### config.mk
export PLATFORM = sky130hd
export DESIGN_NAME = varint_packet_deframer_flat
export DESIGN_NICKNAME = d
export VERILOG_FILES = /design/src/rtl/vpd_pkg.sv /design/src/rtl/vpd_byte_if.sv /design/src/rtl/vpd_parser.sv /design/src/rtl/varint_packet_deframer.sv /design/src/flat_wrapper.sv
export SDC_FILE = /design/constraint.sdc
export NUM_CORES = 1
export LEC_CHECK = 0
export BUFFER_PORTS_ARGS = -buffer_cell sky130_fd_sc_hd__buf_2
export CAP_MARGIN = 30
export CORE_ASPECT_RATIO = 0.7
export CORE_MARGIN = 1.5
export CORE_UTILIZATION = 64
export DETAILED_ROUTE_END_ITERATION = 8
export PLACE_DENSITY = 0.85
export SETUP_SLACK_MARGIN = 0.15
export SLEW_MARGIN = 20
export SYNTH_ARGS = -nofsm -noshare
export SYNTH_HDL_FRONTEND = slang
export SYNTH_SLANG_ARGS = --single-unit
### constraint.sdc
create_clock -name clk -period 8.8 [get_ports clk]
set_input_delay 1.32 -clock clk [delete_from_list [all_inputs] [get_ports clk]]
set_output_delay 1.32 -clock clk [all_outputs]
set_load 0.02 [all_outputs]
### src/rtl/vpd_pkg.sv
`timescale 1ns / 1ps
// ----------------------------------------------------------------------------
// vpd_pkg
// Types and constants shared by the varint packet deframer.
// ----------------------------------------------------------------------------
package vpd_pkg;

    localparam int unsigned ByteW    = 8;
    localparam int unsigned WordW    = 32;
    localparam int unsigned LenW     = 31;
    localparam int unsigned GroupW   = 3;
    localparam int unsigned MaxGroup = 4;

    localparam logic [7:0] GroupMask = 8'h7F;
    localparam logic [7:0] MoreMask  = 8'h80;
    localparam logic [WordW-1:0] IdMinusOne = 32'hFFFF_FFFF;

    typedef enum logic [1:0] {
        PH_LEN = 2'd0,
        PH_ID  = 2'd1,
        PH_PAY = 2'd2
    } phase_t;

    typedef enum logic [1:0] {
        KIND_HEADER  = 2'd0,
        KIND_PAYLOAD = 2'd1,
        KIND_ERROR   = 2'd2
    } kind_t;

    typedef enum logic [2:0] {
        ERR_LEN_LONG  = 3'd0,
        ERR_LEN_NEG   = 3'd1,
        ERR_ID_LONG   = 3'd2,
        ERR_ID_NEG1   = 3'd3,
        ERR_LEN_SHORT = 3'd4
    } err_t;

    typedef struct packed {
        kind_t                    kind;
        logic signed [WordW-1:0]  packet_id;
        logic [LenW-1:0]          payload_length;
        logic [ByteW-1:0]         data_byte;
        logic                     last;
        err_t                     error_code;
    } result_t;

endpackage

### src/rtl/vpd_byte_if.sv
`timescale 1ns / 1ps
// ----------------------------------------------------------------------------
// vpd_byte_if / vpd_result_if
// Valid/ready channels for received bytes and for deframer results.
// ----------------------------------------------------------------------------
interface vpd_byte_if;
    logic       valid;
    logic       ready;
    logic [7:0] rx_byte;

    modport source (output valid, output rx_byte, input ready);
    modport sink (input valid, input rx_byte, output ready);
endinterface

interface vpd_result_if;
    logic               valid;
    logic               ready;
    logic [1:0]         kind;
    logic signed [31:0] packet_id;
    logic [30:0]        payload_length;
    logic [7:0]         data_byte;
    logic               last;
    logic [2:0]         error_code;

    modport source (output valid, output kind, output packet_id, output payload_length,
                    output data_byte, output last, output error_code, input ready);
    modport sink (input valid, input kind, input packet_id, input payload_length,
                  input data_byte, input last, input error_code, output ready);
endinterface

### src/rtl/vpd_parser.sv
`timescale 1ns / 1ps
// ----------------------------------------------------------------------------
// vpd_parser
// Framing state and single-beat varint decode; one byte per step.
// ----------------------------------------------------------------------------
module vpd_parser
(
    input  logic             clk,
    input  logic             rst_n,
    input  logic             step,
    input  logic [7:0]       rx_byte,
    output logic             res_valid,
    output vpd_pkg::result_t res
);

    vpd_pkg::phase_t  phase_reg, phase_next;
    logic [31:0]      acc_reg, acc_next;
    logic [2:0]       gc_reg, gc_next;
    logic [31:0]      flen_reg, flen_next;
    logic [30:0]      left_reg, left_next;

    logic [31:0]      placed;
    logic [31:0]      acc_new;
    logic             more;
    logic             too_long;
    logic [3:0]       nbytes;
    logic [31:0]      diff;
    logic [30:0]      left_dec;

    // group k lands at bit 7*k, bits above 31 drop off
    always_comb
    begin
        case (gc_reg)
            3'd0:    placed = {25'd0, rx_byte[6:0]};
            3'd1:    placed = {18'd0, rx_byte[6:0], 7'd0};
            3'd2:    placed = {11'd0, rx_byte[6:0], 14'd0};
            3'd3:    placed = {4'd0, rx_byte[6:0], 21'd0};
            3'd4:    placed = {rx_byte[3:0], 28'd0};
            default: placed = '0;
        endcase
    end

    assign acc_new  = acc_reg | (placed & {25'd0, vpd_pkg::GroupMask[6:0]} << 0 | placed);
    assign more     = |(rx_byte & vpd_pkg::MoreMask);
    assign too_long = more && (gc_reg >= 3'(vpd_pkg::MaxGroup));
    assign nbytes   = {1'b0, gc_reg} + 4'd1;
    assign diff     = flen_reg - {28'd0, nbytes};
    assign left_dec = (left_reg != '0) ? left_reg - 31'd1 : '0;

    // result and next state for the held byte; state moves only on step
    always_comb
    begin
        phase_next = phase_reg;
        acc_next   = acc_reg;
        gc_next    = gc_reg;
        flen_next  = flen_reg;
        left_next  = left_reg;
        res_valid  = 1'b0;
        res        = '0;
        res.kind       = vpd_pkg::KIND_HEADER;
        res.error_code = vpd_pkg::ERR_LEN_LONG;

        case (phase_reg)
            vpd_pkg::PH_PAY:
            begin
                res_valid     = 1'b1;
                res.kind      = vpd_pkg::KIND_PAYLOAD;
                res.data_byte = rx_byte;
                left_next     = left_dec;
                if (left_dec == '0)
                begin
                    res.last   = 1'b1;
                    phase_next = vpd_pkg::PH_LEN;
                    acc_next   = '0;
                    gc_next    = '0;
                end
            end
            vpd_pkg::PH_ID:
            begin
                if (too_long)
                begin
                    res_valid      = 1'b1;
                    res.kind       = vpd_pkg::KIND_ERROR;
                    res.error_code = vpd_pkg::ERR_ID_LONG;
                    phase_next     = vpd_pkg::PH_LEN;
                    acc_next       = '0;
                    gc_next        = '0;
                end
                else if (more)
                begin
                    acc_next = acc_new;
                    gc_next  = gc_reg + 3'd1;
                end
                else if (acc_new == vpd_pkg::IdMinusOne)
                begin
                    res_valid      = 1'b1;
                    res.kind       = vpd_pkg::KIND_ERROR;
                    res.error_code = vpd_pkg::ERR_ID_NEG1;
                    phase_next     = vpd_pkg::PH_LEN;
                    acc_next       = '0;
                    gc_next        = '0;
                end
                else if (flen_reg < {28'd0, nbytes})
                begin
                    res_valid      = 1'b1;
                    res.kind       = vpd_pkg::KIND_ERROR;
                    res.error_code = vpd_pkg::ERR_LEN_SHORT;
                    phase_next     = vpd_pkg::PH_LEN;
                    acc_next       = '0;
                    gc_next        = '0;
                end
                else
                begin
                    res_valid          = 1'b1;
                    res.kind           = vpd_pkg::KIND_HEADER;
                    res.packet_id      = acc_new;
                    res.payload_length = diff[30:0];
                    res.last           = (diff[30:0] == '0);
                    left_next          = diff[30:0];
                    phase_next         = (diff[30:0] == '0) ? vpd_pkg::PH_LEN
                                                            : vpd_pkg::PH_PAY;
                    acc_next           = '0;
                    gc_next            = '0;
                end
            end
            default:
            begin
                // length phase, unused code behaves the same
                phase_next = vpd_pkg::PH_LEN;
                if (too_long)
                begin
                    res_valid      = 1'b1;
                    res.kind       = vpd_pkg::KIND_ERROR;
                    res.error_code = vpd_pkg::ERR_LEN_LONG;
                    acc_next       = '0;
                    gc_next        = '0;
                end
                else if (more)
                begin
                    acc_next = acc_new;
                    gc_next  = gc_reg + 3'd1;
                end
                else if (acc_new[31])
                begin
                    res_valid      = 1'b1;
                    res.kind       = vpd_pkg::KIND_ERROR;
                    res.error_code = vpd_pkg::ERR_LEN_NEG;
                    acc_next       = '0;
                    gc_next        = '0;
                end
                else
                begin
                    flen_next  = acc_new;
                    acc_next   = '0;
                    gc_next    = '0;
                    phase_next = vpd_pkg::PH_ID;
                end
            end
        endcase
    end

    always_ff @(posedge clk or negedge rst_n)
    begin
        if (!rst_n)
        begin
            phase_reg <= vpd_pkg::PH_LEN;
            acc_reg   <= '0;
            gc_reg    <= '0;
            flen_reg  <= '0;
            left_reg  <= '0;
        end
        else if (step)
        begin
            phase_reg <= phase_next;
            acc_reg   <= acc_next;
            gc_reg    <= gc_next;
            flen_reg  <= flen_next;
            left_reg  <= left_next;
        end
    end

endmodule

### src/rtl/varint_packet_deframer.sv
`timescale 1ns / 1ps
// a byte is registered on accept and, if it yields a result, that result is registered
// when the parser steps on that byte; output back-pressure can stall the step
// throughput: one byte per cycle while the output is free or the byte yields no result,
// set by the single-step parser between the input register and the result register
// reset: asynchronous, clears framing state; the parser waits for a length varint
// ----------------------------------------------------------------------------
// varint_packet_deframer
// Splits a byte stream into varint length-prefixed packets: header, payload
// bytes with a last mark, or a framing error.
// ----------------------------------------------------------------------------
module varint_packet_deframer
(
    input  logic         clk,
    input  logic         rst_n,
    vpd_byte_if.sink     din,
    vpd_result_if.source dout
);

    logic             in_valid_reg, in_valid_next;
    logic [7:0]       byte_reg;
    logic             out_valid_reg, out_valid_next;
    vpd_pkg::result_t res_reg;

    logic             step;
    logic             res_valid;
    vpd_pkg::result_t res;
    logic             out_free;

    assign out_free = !out_valid_reg || dout.ready;
    // a byte with no result never waits on the output side
    assign step     = in_valid_reg && (out_free || !res_valid);
    assign din.ready = !in_valid_reg || step;

    vpd_parser u_parser
    (
        .clk       (clk),
        .rst_n     (rst_n),
        .step      (step),
        .rx_byte   (byte_reg),
        .res_valid (res_valid),
        .res       (res)
    );

    always_comb
    begin
        in_valid_next = in_valid_reg;
        if (din.valid && din.ready)
            in_valid_next = 1'b1;
        else if (step)
            in_valid_next = 1'b0;

        out_valid_next = out_valid_reg;
        if (step && res_valid)
            out_valid_next = 1'b1;
        else if (dout.ready)
            out_valid_next = 1'b0;
    end

    always_ff @(posedge clk or negedge rst_n)
    begin
        if (!rst_n)
        begin
            in_valid_reg  <= 1'b0;
            out_valid_reg <= 1'b0;
        end
        else
        begin
            in_valid_reg  <= in_valid_next;
            out_valid_reg <= out_valid_next;
        end
    end

    always_ff @(posedge clk)
    begin
        if (din.valid && din.ready)
            byte_reg <= din.rx_byte;
        if (step && res_valid)
            res_reg <= res;
    end

    assign dout.valid          = out_valid_reg;
    assign dout.kind           = res_reg.kind;
    assign dout.packet_id      = res_reg.packet_id;
    assign dout.payload_length = res_reg.payload_length;
    assign dout.data_byte      = res_reg.data_byte;
    assign dout.last           = res_reg.last;
    assign dout.error_code     = res_reg.error_code;

endmodule
### src/flat_wrapper.sv
// flat-port wrapper written by rule: the top's interface ports become plain ports
module varint_packet_deframer_flat 
  (clk, rst_n, din_valid, din_rx_byte, din_ready, dout_valid, dout_kind, dout_packet_id, dout_payload_length, dout_data_byte, dout_last, dout_error_code, dout_ready);
  vpd_byte_if din_i ();
  vpd_result_if dout_i ();
  input  logic clk;
  input  logic rst_n;
  input wire logic [$bits(din_i.valid)-1:0] din_valid;
  input wire logic [$bits(din_i.rx_byte)-1:0] din_rx_byte;
  output wire logic [$bits(din_i.ready)-1:0] din_ready;
  output wire logic [$bits(dout_i.valid)-1:0] dout_valid;
  output wire logic [$bits(dout_i.kind)-1:0] dout_kind;
  output wire logic [$bits(dout_i.packet_id)-1:0] dout_packet_id;
  output wire logic [$bits(dout_i.payload_length)-1:0] dout_payload_length;
  output wire logic [$bits(dout_i.data_byte)-1:0] dout_data_byte;
  output wire logic [$bits(dout_i.last)-1:0] dout_last;
  output wire logic [$bits(dout_i.error_code)-1:0] dout_error_code;
  input wire logic [$bits(dout_i.ready)-1:0] dout_ready;
  assign din_i.valid = din_valid;
  assign din_i.rx_byte = din_rx_byte;
  assign din_ready = din_i.ready;
  assign dout_valid = dout_i.valid;
  assign dout_kind = dout_i.kind;
  assign dout_packet_id = dout_i.packet_id;
  assign dout_payload_length = dout_i.payload_length;
  assign dout_data_byte = dout_i.data_byte;
  assign dout_last = dout_i.last;
  assign dout_error_code = dout_i.error_code;
  assign dout_i.ready = dout_ready;
  varint_packet_deframer u_core (.clk(clk), .rst_n(rst_n), .din(din_i), .dout(dout_i));
endmodule
## Word-level counts from Yosys, hierarchy flattened

Cells that the tools add are included.

| word-level totals | value |
|---|---|
| flip-flop bits (word level) | 186 |
| output and inout port bits | 79 |

| cells by class | value |
|---|---|
| add/sub/neg operators | 4 |
| $lt $le $gt $ge | 2 |
| eq/ne operators | 13 |
| mux-type cells | 58 |
| bitwise gates (word level) | 7 |
| reductions and logical operators | 23 |

Operator list:

| operator | count |
|---|---|
| $pmux W32 S5 | 1 |
| $mux W31 | 5 |
| $mux W32 | 4 |
| $mux W63 | 2 |
| $mux W65 | 1 |
| $logic_not A31 Y1 | 2 |
| $pmux W31 S2 | 1 |
| $eq A32 B32 Y1 const B | 1 |
| $or A32 B32 Y32 | 1 |
| $or A7 B32 Y32 | 1 |
| $lt A31 B4 Y1 | 1 |
| $reduce_bool A31 Y1 | 1 |
| $sub A31 B1 Y31 const B | 1 |
| $sub A31 B4 Y31 | 1 |
| $mux W2 | 12 |
| $mux W3 | 7 |
| $mux W1 | 19 |
| $ne A2 B2 Y1 const B | 5 |
| $pmux W2 S2 | 2 |
| $eq A3 B2 Y1 const B | 2 |
| $pmux W3 S2 | 1 |
| $reduce_and A6 Y1 | 1 |
| $reduce_bool A2 Y1 | 3 |
| $not A1 Y1 | 5 |
| other kinds (19) | 27 |

## Longest topological paths before layout

| logic depth | value |
|---|---|
| depth in word-level cells | 14 |
| mapped depth | 15 |

## Cells and area by module

From an unflattened synthesis, not the netlist that was laid out.

| second synthesis, totals | value |
|---|---|
| cell total of the unflattened synthesis | 973 |
| area total of the unflattened synthesis | 9,445.3 µm² |

Modules (own cells, without submodules):

| module | instances | cells an instance | area an instance (µm²) | sequential area each (µm²) |
|---|---|---|---|---|
| vpd_parser | 1 | 878 | 6,775.2 | 2,477.4 |
| varint_packet_deframer | 1 | 95 | 2,670.1 | 2,602.5 |

## Worst setup path before layout

No wires, ideal clock.

| path | value |
|---|---|
| path type | input -> register |
| start | input dout_ready |
| end | register u_core.res_reg, in the netlist u_core.dout.data_byte[0], enable pin |
| library setup time | 0.514 ns |
| data arrival time | 4.965 ns |
| data required time | 8.286 ns |
| setup slack | 3.321 ns |
| stages on the path | 3 |
| path buffers | 0 |
| path through | nand2b_1 o311ai_0 nor2_1 |

| between the ends | value |
|---|---|
| word-level cells in the longest chain between the ends | 4 |

RTL lines:

| what | RTL line | source |
|---|---|---|
| start: declaration | flat_wrapper.sv:18 | `input wire logic [$bits(dout_i.ready)-1:0] dout_ready;` |
| $logic_or A1 B1 Y1 | varint_packet_deframer.sv:30 | `assign out_free = !out_valid_reg \|\| dout.ready;` |
| $logic_or A1 B1 Y1 | varint_packet_deframer.sv:32 | `assign step = in_valid_reg && (out_free \|\| !res_valid);` |
| $logic_and A1 B1 Y1 | varint_packet_deframer.sv:32 |  |
| $logic_and A1 B1 Y1 | varint_packet_deframer.sv:78 | `if (step && res_valid)` |
| end signal: assignment | varint_packet_deframer.sv:79 | `res_reg <= res;` |
| end: declaration | varint_packet_deframer.sv:23 | `vpd_pkg::result_t res_reg;` |

Every way passes these cells.
A chain may end at the register's enable or synchronous reset.

==> results_dict.tcl <==
set metrics [dict create \
    rows 36 \
    vias 8034 \
    ys_ff_latch 186 \
    pin_count 91 \
    cts_hold_buf 0 \
    fmax_mhz 208 \
    die_w_um 147 \
    grt_pass1_vias 7355 \
    hold_violations 0 \
    synth.avg_cell_area_um2 10.1 \
    place.gp.congestion 0.988 \
    setup-tns-final_ps 0 \
    slew_violations 0 \
    grt-ovfl-total 0 \
    synth_edf_count 85 \
    grt_max_degree 79 \
    setup_viol 0 \
    synth_nets 952 \
    synthXorXnorAreaFrac 0.0347 \
    power.leakage_uw 0.00421 \
    dr.pass1.iters 5 \
    grt_pass1_wl_um 41400 \
    ys_types 68 \
    synthAdderAreaFrac 0.0182 \
    ant_nets 0 \
    async_flop_share 0.543 \
    synth_ff_type "dfrtp_1" \
    wirelength_um 26800 \
    numCtsBuffers 17 \
    grt.total_usage 0.358 \
    synthSimpleGateAreaFrac 0.203 \
    final_common_cell "nor2_1" \
    viasPerCell 6.72 \
    worstPathArrival_ps 5090 \
    power.density_nw_per_um2 400 \
    synth_mux_area_frac 0.00361 \
    die-area_um2 15400 \
    critPathKind "register to register" \
    relSlewSlack 0.410 \
    cts_setup_buffers 0 \
    stdcell_area_um2 10500 \
    drive_above_1_share 0.152 \
    clk_pin_slew_ps 70 \
    cts.sinks 186 \
    diodes 0 \
    min_period_over_period 0.547 \
    worstSetupStartpointType "register" \
    clock_path_buffers 2 \
    final_cell_mix "nor2_1, dfrtp_1, buf_2" \
    htreeDepth 4 \
    nNetsFinal 1017 \
    synth_top_family_by_area "simple AND/OR/NAND/NOR gates" \
    min_path_type "register to register" \
    fp.dieH_um 104 \
    tritoncts "done" \
    maxCapViolations 0 \
    floorplan.initialDensity 0.663 \
    drt_iter0_markers 1157 \
    yosysWarnings 0 \
    finClkSkew_ps 9.97 \
    route.detailed.drc 0 \
    root_buffer "clkbuf_16" \
    clock_latency_ps 450 \
    crit_required_ps 9070 \
    area_growth_pct 12.6 \
    rsz0062_at_grt "false" \
    syn_inst 927 \
    syn-cell-area_um2 9350 \
    multi_input_area_um2 3960 \
    wl_per_cell_um 22.4 \
    ys_seq_area_frac 0.543 \
    worstMarginPinSlew_ps 883 \
    port_buffers 90 \
    synth_compound_area_frac 0.163 \
    ctsResizeCount 0 \
    seqCellArea_um2 5080 \
    critPathMaxFanout 20 \
    critPathCaptureType "register" \
    place_area_um2 9930 \
    coreArea_um2 14100 \
    hpwl_um 18800 \
    fin_crit_ps 4820 \
    fillers 1000 \
    antenna_found_initial 0 \
    ir_drop_mv 0.206 \
    status "finished, final reports clean" \
]
[worst paths after layout]
kind,startpoint,end,slack [ps],depth (start not counted)
max in group asynchronous,rst_n,u_core.u_parser.acc_reg[0]$_DFFE_PN0P_,6960,2
setup reg to reg,u_core.u_parser.gc_reg[2]$_DFFE_PN0P_,u_core.dout.last$_DFFE_PP_,3980,10
hold / removal,u_core.u_parser.acc_reg[10]$_DFFE_PN0P_,u_core.u_parser.acc_reg[10]$_DFFE_PN0P_,510,1
hold reg to reg,u_core.u_parser.acc_reg[10]$_DFFE_PN0P_,u_core.u_parser.acc_reg[10]$_DFFE_PN0P_,510,1
setup / recovery,u_core.u_parser.gc_reg[2]$_DFFE_PN0P_,u_core.dout.last$_DFFE_PP_,3980,10
min in group asynchronous,rst_n,u_core.u_parser.left_reg[2]$_DFFE_PN0P_,780,1
[metal layers]
| layer | wire length [µm] | track usage | part of all wire | up-vias |
|---|---|---|---|---|
| li1 | - | - | - | 3525 |
| met1 | 11000 | 0.528 | 0.41 | 3813 |
| met2 | 11300 | 0.494 | 0.42 | 616 |
| met3 | 3910 | 0.134 | 0.15 | 80 |
| met4 | 634 | 0.102 | 0.024 | 0 |
| met5 | 0 | 0 | 0 | - |
[cell type report]
type                    count  area share
clock buffers              18      0.0417
clock inverters            14      0.0147
inverters                  19     0.00678
multi-input cells         667       0.376
flip-flops and latches    186       0.483
well taps                 190      0.0226
repair buffers            101      0.0555
[per-stage QoR]
step                      hold slack, ps  setup slack (ps)  power (µW)  utilization  std cells
after floorplan                      450              3320        2720            -        927
final                                507              3980        4210        0.747       1195
after detailed placement             479              4090        3330        0.704       1163
after global routing                 514              3790        4390        0.747       1195
after CTS                            499              4080        4120        0.746       1195
after global placement               466              4040        3260        0.699       1160
[synth_stat cells (5+ instances only)]
library cell  instances  area [µm²]
clkbuf_1             40         150
a22o_1               20         175
o21ai_0              57         285
nor4_1               23         144
a21oi_1              62         310
or3_1                 6        37.5
or4_1                11        82.6
nand2b_1              6        37.5
nand4_1              18         113
a31oi_1               8        50.1
inv_1                19        71.3
or2_2                 6        37.5
nor4b_1               7        61.3
xnor2_1              25         219
ha_1                 12         150
and3_1                5        31.3
nand2_1              66         248
a21o_1                8        60.1
o21ai_1              25         125
nand3_1              24         120
nor2b_1               9        56.3
nor3_1               23         115
edfxtp_1             85        2550
nor2_1              126         473
and2_1               28         175
o211ai_1             11        82.6
xor2_1               12         105
buf_2                 7        35.0
o21a_1                6        45.0
dfrtp_1             101        2530
[logic make-up (layout without fill, tap and decap cells)]
family                     Yosys count  after routing
muxes                                3              3
DFF                                186            186
and+or+nand+nor                    374            374
buffers and inverters               74            152
AOI/OAI and AO/OA                  240            240
adders and majority gates           13             13
xor gates and xnor gates            37             37
[where the power goes]
group / switching, µW / internal (µW) / leakage, µW / total, µW
Sequential: 285 / 1200 / 0.00216 / 1480
Clock: 366 / 410 / 0.000288 / 776
Combinational: 1330 / 618 / 0.00176 / 1950
Total: 1980 / 2220 / 0.00421 / 4210
[worst max-delay path, stage by stage (launching register included)]
cell	delay (ps)
dfrtp_1	700
nand3_1	150
ha_1	270
or4_1	650
or4b_1	770
or4_1	590
xor2_1	450
nand3_1	170
nor4b_2	440
nand4_1	210
a21oi_1	250
Power figures use the tool's default switching activity.
